<file path="src/rtl/lsq_pkg.sv">
package lsq_pkg;

    localparam int WORD_W  = 32;
    localparam int WORD_SH = $clog2(WORD_W);

    localparam logic [1:0] ACT_INIT   = 2'd0;
    localparam logic [1:0] ACT_ADD    = 2'd1;
    localparam logic [1:0] ACT_REMOVE = 2'd2;

    localparam logic [1:0] ST_DONE   = 2'd0;
    localparam logic [1:0] ST_FULL   = 2'd1;
    localparam logic [1:0] ST_SINGLE = 2'd2;

    typedef struct packed {
        logic [1:0] action;
        logic [7:0] point_x;
        logic [7:0] point_y;
    } t_in;

    typedef struct packed {
        logic [7:0] head_x;
        logic [7:0] head_y;
        logic [7:0] tail_x;
        logic [7:0] tail_y;
        logic [1:0] status;
    } t_out;

    typedef struct packed {
        logic [7:0] x;
        logic [7:0] y;
    } t_point;

    typedef enum logic [1:0] {
        S_IDLE,
        S_ADD,
        S_REM_LINK,
        S_REM_PT
    } t_state;

endpackage

</file>
<file path="src/rtl/lsq_ram.sv">
module lsq_ram #(
    parameter int W = 8,
    parameter int D = 2
) (
    input  logic                            i_clk,
    input  logic                            i_we,
    input  logic [((D > 1) ? $clog2(D) : 1)-1:0] i_waddr,
    input  logic [W-1:0]                    i_wdata,
    input  logic [((D > 1) ? $clog2(D) : 1)-1:0] i_raddr,
    output logic [W-1:0]                    o_rdata
);
    logic [W-1:0] r_mem [D];
    logic [W-1:0] r_rdata;

    always_ff @(posedge i_clk) begin
        if (i_we) begin
            r_mem[i_waddr] <= i_wdata;
        end
        r_rdata <= r_mem[i_raddr];
    end

    assign o_rdata = r_rdata;
endmodule

</file>
<file path="src/rtl/linked_segment_queue.sv">
// Channel   Handshake            Payload          Direction
// command   start / busy         i_in  (t_in)     in
// result    o_strobe (1 cycle)   o_out (t_out)    out
//
// Init, a rejected operation and the unused action code finish without raising busy; add
// runs a free-word pick from the full flags, then a used-bitmap read and lowest free bit;
// remove runs a link read, then a point read of the new tail.
// The result strobe rises in the cycle after the last busy cycle; a new command may be
// taken in that same cycle. Reset acts as an init with point (0,0) and is synchronous.
// The receiver cannot stall: every result beat is shown for exactly one cycle.
module linked_segment_queue #(
    parameter int SLOTS = 128
) (
    input  logic          i_clk,
    input  logic          i_rst_n,
    input  logic          start,
    output logic          busy,
    input  lsq_pkg::t_in  i_in,
    output logic          o_strobe,
    output lsq_pkg::t_out o_out
);
    import lsq_pkg::*;

    localparam int AW    = (SLOTS > 1) ? $clog2(SLOTS) : 1;
    localparam int WORDS = (SLOTS + WORD_W - 1) / WORD_W;
    localparam int WAW   = (WORDS > 1) ? $clog2(WORDS) : 1;

    t_state            r_state, n_state;
    logic [AW-1:0]     r_head, n_head;
    logic [AW-1:0]     r_tail, n_tail;
    t_point            r_head_pt, n_head_pt;
    t_point            r_tail_pt, n_tail_pt;
    t_point            r_pt, n_pt;
    logic [WAW-1:0]    r_w, n_w;
    logic [WORDS-1:0]  r_word_valid, n_word_valid;
    logic [WORDS-1:0]  r_word_full, n_word_full;
    logic              r_strobe, n_strobe;
    t_out              r_out, n_out;

    logic              bm_we;
    logic [WAW-1:0]    bm_waddr, bm_raddr;
    logic [WORD_W-1:0] bm_wdata, bm_rdata;
    logic              ln_we;
    logic [AW-1:0]     ln_waddr, ln_raddr, ln_rdata;
    logic              pt_we;
    logic [AW-1:0]     pt_waddr, pt_raddr;
    t_point            pt_wdata, pt_rdata;

    logic              free_found;
    logic [WAW-1:0]    free_w;
    logic [WORD_W-1:0] eff_word, masked_word, new_word;
    logic [WORD_SH-1:0] free_b, tail_b;
    logic [AW-1:0]     free_pos;

    function automatic logic [WORD_W-1:0] oor_mask(input logic [WAW-1:0] w);
        logic [WORD_W-1:0] m;
        for (int i = 0; i < WORD_W; i++) begin
            m[i] = ((int'(w) * WORD_W + i) >= SLOTS);
        end
        return m;
    endfunction

    lsq_ram #(.W(WORD_W), .D(WORDS)) u_bitmap (
        .i_clk   (i_clk),
        .i_we    (bm_we),
        .i_waddr (bm_waddr),
        .i_wdata (bm_wdata),
        .i_raddr (bm_raddr),
        .o_rdata (bm_rdata)
    );

    lsq_ram #(.W(AW), .D(SLOTS)) u_link (
        .i_clk   (i_clk),
        .i_we    (ln_we),
        .i_waddr (ln_waddr),
        .i_wdata (free_pos),
        .i_raddr (ln_raddr),
        .o_rdata (ln_rdata)
    );

    lsq_ram #(.W($bits(t_point)), .D(SLOTS)) u_point (
        .i_clk   (i_clk),
        .i_we    (pt_we),
        .i_waddr (pt_waddr),
        .i_wdata (pt_wdata),
        .i_raddr (pt_raddr),
        .o_rdata (pt_rdata)
    );

    always_comb begin
        free_found = 1'b0;
        free_w     = '0;
        for (int i = WORDS - 1; i >= 0; i--) begin
            if (!r_word_full[i]) begin
                free_found = 1'b1;
                free_w     = WAW'(i);
            end
        end
    end

    always_comb begin
        if (r_word_valid[r_w]) begin
            eff_word = bm_rdata;
        end else begin
            eff_word = (r_w == '0) ? WORD_W'(1) : '0;
        end
        masked_word = eff_word | oor_mask(r_w);
        free_b = '0;
        for (int i = WORD_W - 1; i >= 0; i--) begin
            if (!masked_word[i]) begin
                free_b = WORD_SH'(i);
            end
        end
        free_pos = AW'({r_w, free_b});
        tail_b   = WORD_SH'(r_tail);
    end

    always_ff @(posedge i_clk) begin
        if (!i_rst_n) begin
            r_state      <= S_IDLE;
            r_head       <= '0;
            r_tail       <= '0;
            r_head_pt    <= '0;
            r_tail_pt    <= '0;
            r_word_valid <= '0;
            r_word_full  <= '0;
            r_strobe     <= 1'b0;
        end else begin
            r_state      <= n_state;
            r_head       <= n_head;
            r_tail       <= n_tail;
            r_head_pt    <= n_head_pt;
            r_tail_pt    <= n_tail_pt;
            r_word_valid <= n_word_valid;
            r_word_full  <= n_word_full;
            r_strobe     <= n_strobe;
        end
        r_pt  <= n_pt;
        r_w   <= n_w;
        r_out <= n_out;
    end

    always_comb begin
        n_state      = r_state;
        n_head       = r_head;
        n_tail       = r_tail;
        n_head_pt    = r_head_pt;
        n_tail_pt    = r_tail_pt;
        n_pt         = r_pt;
        n_w          = r_w;
        n_word_valid = r_word_valid;
        n_word_full  = r_word_full;
        n_strobe     = 1'b0;
        n_out        = r_out;
        bm_we        = 1'b0;
        bm_waddr     = r_w;
        bm_raddr     = r_w;
        new_word     = eff_word;
        bm_wdata     = new_word;
        ln_we        = 1'b0;
        ln_waddr     = r_head;
        ln_raddr     = r_tail;
        pt_we        = 1'b0;
        pt_waddr     = free_pos;
        pt_raddr     = ln_rdata;
        pt_wdata     = r_pt;

        unique case (r_state)
            S_IDLE: begin
                if (start) begin
                    n_pt = '{x: i_in.point_x, y: i_in.point_y};
                    unique case (i_in.action)
                        ACT_INIT: begin
                            n_word_valid = '0;
                            n_word_full  = '0;
                            n_head       = '0;
                            n_tail       = '0;
                            n_head_pt    = n_pt;
                            n_tail_pt    = n_pt;
                            pt_we        = 1'b1;
                            pt_waddr     = '0;
                            pt_wdata     = n_pt;
                            n_strobe     = 1'b1;
                            n_out        = {n_head_pt, n_tail_pt, ST_DONE};
                        end
                        ACT_ADD: begin
                            if (free_found) begin
                                n_w      = free_w;
                                bm_raddr = free_w;
                                n_state  = S_ADD;
                            end else begin
                                n_strobe = 1'b1;
                                n_out    = {r_head_pt, r_tail_pt, ST_FULL};
                            end
                        end
                        ACT_REMOVE: begin
                            if (r_tail == r_head) begin
                                n_strobe = 1'b1;
                                n_out    = {r_head_pt, r_tail_pt, ST_SINGLE};
                            end else begin
                                n_w      = WAW'(r_tail >> WORD_SH);
                                bm_raddr = n_w;
                                n_state  = S_REM_LINK;
                            end
                        end
                        default: begin
                            n_strobe = 1'b1;
                            n_out    = {r_head_pt, r_tail_pt, ST_DONE};
                        end
                    endcase
                end
            end
            S_ADD: begin
                new_word            = eff_word | (WORD_W'(1) << free_b);
                bm_wdata            = new_word;
                bm_we               = 1'b1;
                n_word_valid[r_w]   = 1'b1;
                n_word_full[r_w]    = &(new_word | oor_mask(r_w));
                ln_we               = 1'b1;
                pt_we               = 1'b1;
                n_head              = free_pos;
                n_head_pt           = r_pt;
                n_strobe            = 1'b1;
                n_out               = {r_pt, r_tail_pt, ST_DONE};
                n_state             = S_IDLE;
            end
            S_REM_LINK: begin
                new_word            = eff_word & ~(WORD_W'(1) << tail_b);
                bm_wdata            = new_word;
                bm_we               = 1'b1;
                n_word_valid[r_w]   = 1'b1;
                n_word_full[r_w]    = 1'b0;
                n_tail              = ln_rdata;
                n_state             = S_REM_PT;
            end
            S_REM_PT: begin
                n_tail_pt = pt_rdata;
                n_strobe  = 1'b1;
                n_out     = {r_head_pt, pt_rdata, ST_DONE};
                n_state   = S_IDLE;
            end
            default: begin
                n_state = S_IDLE;
            end
        endcase
    end

    assign busy     = (r_state != S_IDLE);
    assign o_strobe = r_strobe;
    assign o_out    = r_out;

    a_head_range: assert property (@(posedge i_clk) disable iff (!i_rst_n)
        int'(r_head) < SLOTS && int'(r_tail) < SLOTS)
        else $error("head or tail slot out of range");

    a_add_entry: assert property (@(posedge i_clk) disable iff (!i_rst_n)
        r_state == S_ADD |-> $past(start && !busy && i_in.action == ACT_ADD))
        else $error("add step without an add beat");

    a_rem_order: assert property (@(posedge i_clk) disable iff (!i_rst_n)
        r_state == S_REM_LINK |=> r_state == S_REM_PT)
        else $error("remove sequence broken");

    a_single: assert property (@(posedge i_clk) disable iff (!i_rst_n)
        o_strobe && o_out.status == ST_SINGLE |-> r_head == r_tail)
        else $error("single-point status with distinct head and tail");

    a_strobe_idle: assert property (@(posedge i_clk) disable iff (!i_rst_n)
        o_strobe |-> r_state == S_IDLE)
        else $error("result beat while sequence still running");
endmodule

</file>
<file path="config.mk">
export PLATFORM = sky130hd
export DESIGN_NAME = linked_segment_queue
export DESIGN_NICKNAME = d
export VERILOG_FILES = /design/src/rtl/lsq_pkg.sv /design/src/rtl/lsq_ram.sv /design/src/rtl/linked_segment_queue.sv
export SDC_FILE = /design/constraint.sdc
export NUM_CORES = 2
export LEC_CHECK = 0
export BUFFER_PORTS_ARGS = -buffer_cell sky130_fd_sc_hd__buf_4
export CORE_ASPECT_RATIO = 0.8
export CORE_MARGIN = 2
export CORE_UTILIZATION = 57
export DETAILED_ROUTE_END_ITERATION = 6
export GPL_ROUTABILITY_DRIVEN = 0
export PLACE_DENSITY = 0.74
export SYNTH_ARGS = -nofsm -noshare
export SYNTH_HDL_FRONTEND = slang
export SYNTH_SLANG_ARGS = --single-unit
</file>
<file path="constraint.sdc">
create_clock -name i_clk -period 9.3 [get_ports i_clk]
set_input_delay 0.465 -clock i_clk [delete_from_list [all_inputs] [get_ports i_clk]]
set_output_delay 0.465 -clock i_clk [all_outputs]
set_load 0.005 [all_outputs]
</file>
==> flow_summary_export.csv <==
group,metric,value,unit
grt,grt_pass1_wl,431000,um
synth,synth_flop_cell,"edfxtp_1",
clock_tree,cts_tree,"built",
synth,synth.most_common_cell,"edfxtp_1",
place,placed_area,130000,sq um
synth,synth_area,125000,sq um
critical_path,slowest_delay,0.97,ns
layout,design_area,140000,sq um
routing,wire_per_inst,32.9,um
timing,finalCriticalPeriod,5.97,ns
critical_path,cp-start-kind,"flip-flop",
synth,synth_top_family_by_area,"multiplexers",
power,p_leak,44.5,nW
layout,post-route-util,63.9,%
synth,syn_inst,5607,
critical_path,startpoint,"bm_waddr[0]$_DFF_P_",
timing,tightest_slew,1.40,ns
routing,vias,61100,
synth,synth_largest_area_cell,"edfxtp_1",
synth,synth-adder-area-share,0.110,%
synth,yosysTopAreaCellShare,74.7,%
grt,grt_pass1_vias,60100,
timing,setup_viol,0,
outcome,status,"finished, violations left",
timing,slew_viol_final,0,
synth,synth_nets,5639,
synth,seq_area_frac_synth,76.5,%
grt,gr-total-overflow,0,
critical_path,cp_cell_sequence,"mux4_2, nor3b_1, o21ai_0, a31oi_4, buf_4, and4_1, nand3_1, nor2_1, buf_4",
critical_path,cp.required,9.84,ns
routing,wl,297000,um
floorplan,rows,154,
clock_tree,cts.sinks,3236,
synth,yosysWarningCount,0,
synth,ys_ff_latch,3236,
min_path,hold_class,"in -> reg",
min_path,min_from,"start",
critical_path,crit_path_end_kind,"flip-flop",
timing,maxSlewHeadroom,6.54,%
floorplan,dieArea,224000,sq um
synth,ys_types,69,
synth,syn_area_per_cell,22.4,sq um
timing,hold_viol_final,0,
clock_tree,cts_max_level,5,
flow_run,cap_viol_max_count,0,
timing,tns,0,ns
synth,synth-simple-area-share,2.08,%
routing,dr.pass1.iters,7,
clock_tree,clk_path_buf_depth,4,
routing,drcViolationCount,23,
synth,synth_xor_area_share,0.0489,%
floorplan,dieWidth,529,um
synth,synth_area_leaders,"edfxtp_1, mux4_2, dfxtp_1, mux2i_1, nor2_1",
clock_tree,clkLatencyLatePin,0.87,ns
timing,finClkSkew,0.0583,ns
grt,grtUsageTotal,26.8,%
synth,synthArstFlopShare,0,%
floorplan,io_pins,57,
clock_tree,clockRootBuffer,"clkbuf_16",
grt,grt_max_degree,149,
floorplan,start_util,57.2,%
place,port_buffers,56,
critical_path,worstPathMaxFanout,79,
synth,synth_compound_area_share,1.52,%
timing,fmax,0.167,GHz
power,power_density,283,nW/um^2
place,dp.cells,8453,
critical_path,crit_type,"reg -> reg",
floorplan,core,219000,sq um
clock_tree,cts_buffers,305,
critical_path,reg2reg_from,"bm_waddr[0]$_DFF_P_",
critical_path,cp_common_cell,"buf_4",
layout,finalNonFillerCells,9025,
routing,drtIter0Drc,9814,
critical_path,critPathArrivalTime,6.52,ns
routing,drtAntennaViolNets,0,
clock_tree,clk_pin_slew,0.07,ns
critical_path,cp_slowest_cell,"mux4_2",
timing,finalCritPeriodShare,64.2,%
layout,area_delta_synth_final,11.7,%
floorplan,die_y,424,um
place,place_hpwl,174000,um
synth,synth-edff-count,3122,
clock_tree,post_cts_resized,0,
layout,nets,5922,
synth,muxShareOfSynthArea,18.6,%
outcome,violations,"DRC",
synth,ys_top_cells_by_count,"edfxtp_1, mux4_2, nor2_1",
timing,rsz0062_at_grt,"false",
timing,holdWs,0.188,ns
critical_path,r2r_setup_slack,3.33,ns
power,peakVddDrop,217,uV
layout,final_layout_size_suffix_gt1_share,28.6,%
grt,antenna_found_initial,16,
routing,drt-vias-per-instance,6.77,
## state kept, by name, summed over array words and instances, names as in the netlist
signal / count
u_point.r_mem: 2048
r_tail_pt: 16
o_out: 34
u_bitmap.o_rdata: 32
u_link.o_rdata: 7
o_strobe: 1
ln_raddr: 7
r_state: 2
ln_waddr: 7
u_point.o_rdata: 16
bm_waddr: 2
r_word_valid: 4
r_head_pt: 16
r_pt: 16
u_bitmap.r_mem: 128
u_link.r_mem: 896
r_word_full: 4
## through the flow
step           setup slack, ns  power (mW)
2_1_floorplan            0.408        23.8
3_3_place_gp              3.63        27.4
3_5_place_dp              3.45        27.6
4_1_cts                   3.40        39.8
5_1_grt                   2.91        40.8
6_report                  3.33        39.6
## worst max-delay path: cells and delay by family, from the launching register on
family	cells	cell delay [ns]
AO/OA/AOI/OAI	2	0.69
buffers and inverters	2	0.75
flip-flops	1	0.86
multiplexers	1	0.97
AND/OR/NAND/NOR	4	2.38
## cells in the final DEF, fill, tap and decap left out, types with 9 or more instances in the layout
master and instances:
bufinv_16 20, clkinv_2 51, mux2i_1 130, clkinv_1 62, nor2_1 326, mux4_2 967, and2_1 12, clkbuf_1 65
o21ai_0 51, nand2b_1 9, buf_4 265, nand3_1 28, ha_1 9, nand2_4 17, clkbuf_16 316, a21oi_1 53
nor2b_1 11, a211oi_1 41, a222oi_1 32, clkbuf_8 15, dfxtp_1 102, mux2_2 23, dfxtp_4 10, a22oi_1 33
nand2_1 115, edfxtp_1 3122, inv_1 50, nand4_1 21, dlygate4sd3_1 16, a31oi_1 9, nor3_1 14
## power by group
group	total [mW]	switching (mW)	leakage [nW]	internal, mW
registers	17.8	0.540	29.6	17.2
logic	9.63	5.77	10.2	3.86
clock network	12.2	5.30	4.76	6.93
total	39.6	11.6	44.5	28.0
## worst paths after layout
check,cells past startpoint,end
max,9,u_point.r_mem[123][5]$_DFFE_PP_
min,5,r_state[1]$_SDFFE_PN0P_
max reg2reg,9,u_point.r_mem[123][5]$_DFFE_PP_
min reg2reg,2,r_head_pt[15]$_SDFFE_PN0P_
## per-layer routing
layer | track usage [%] | wire (um)
met3 | 5.26 | 33000
met5 | 0 | 40
met1 | 40.6 | 117000
met2 | 40.5 | 139000
met4 | 7.22 | 8430
## area by class of cell
class | instances | area [sq um]
flip-flops and latches | 3236 | 96100
fillers | 13800 | 79300
multi-input cells | 2007 | 28300
clock buffers | 396 | 8360
well taps | 2886 | 3610
repair buffers | 287 | 2270
clock inverters | 158 | 1370
inverters | 53 | 204
diodes | 2 | 5.00
## timing repair
item | in CTS | in global routing
setup buffers | 0 | 0
endpoints found under the hold margin | 78 | 0
hold buffers | 16 | 0
## cell families after synthesis
group | count (synthesis)
AND/OR/NAND/NOR | 598
adder cells (fa/ha/maj) | 11
flip-flops | 3236
AO/OA/AOI/OAI | 271
XOR/XNOR | 7
buffers and inverters | 364
multiplexers | 1120
No activity file was read; power rests on OpenSTA's default activity.
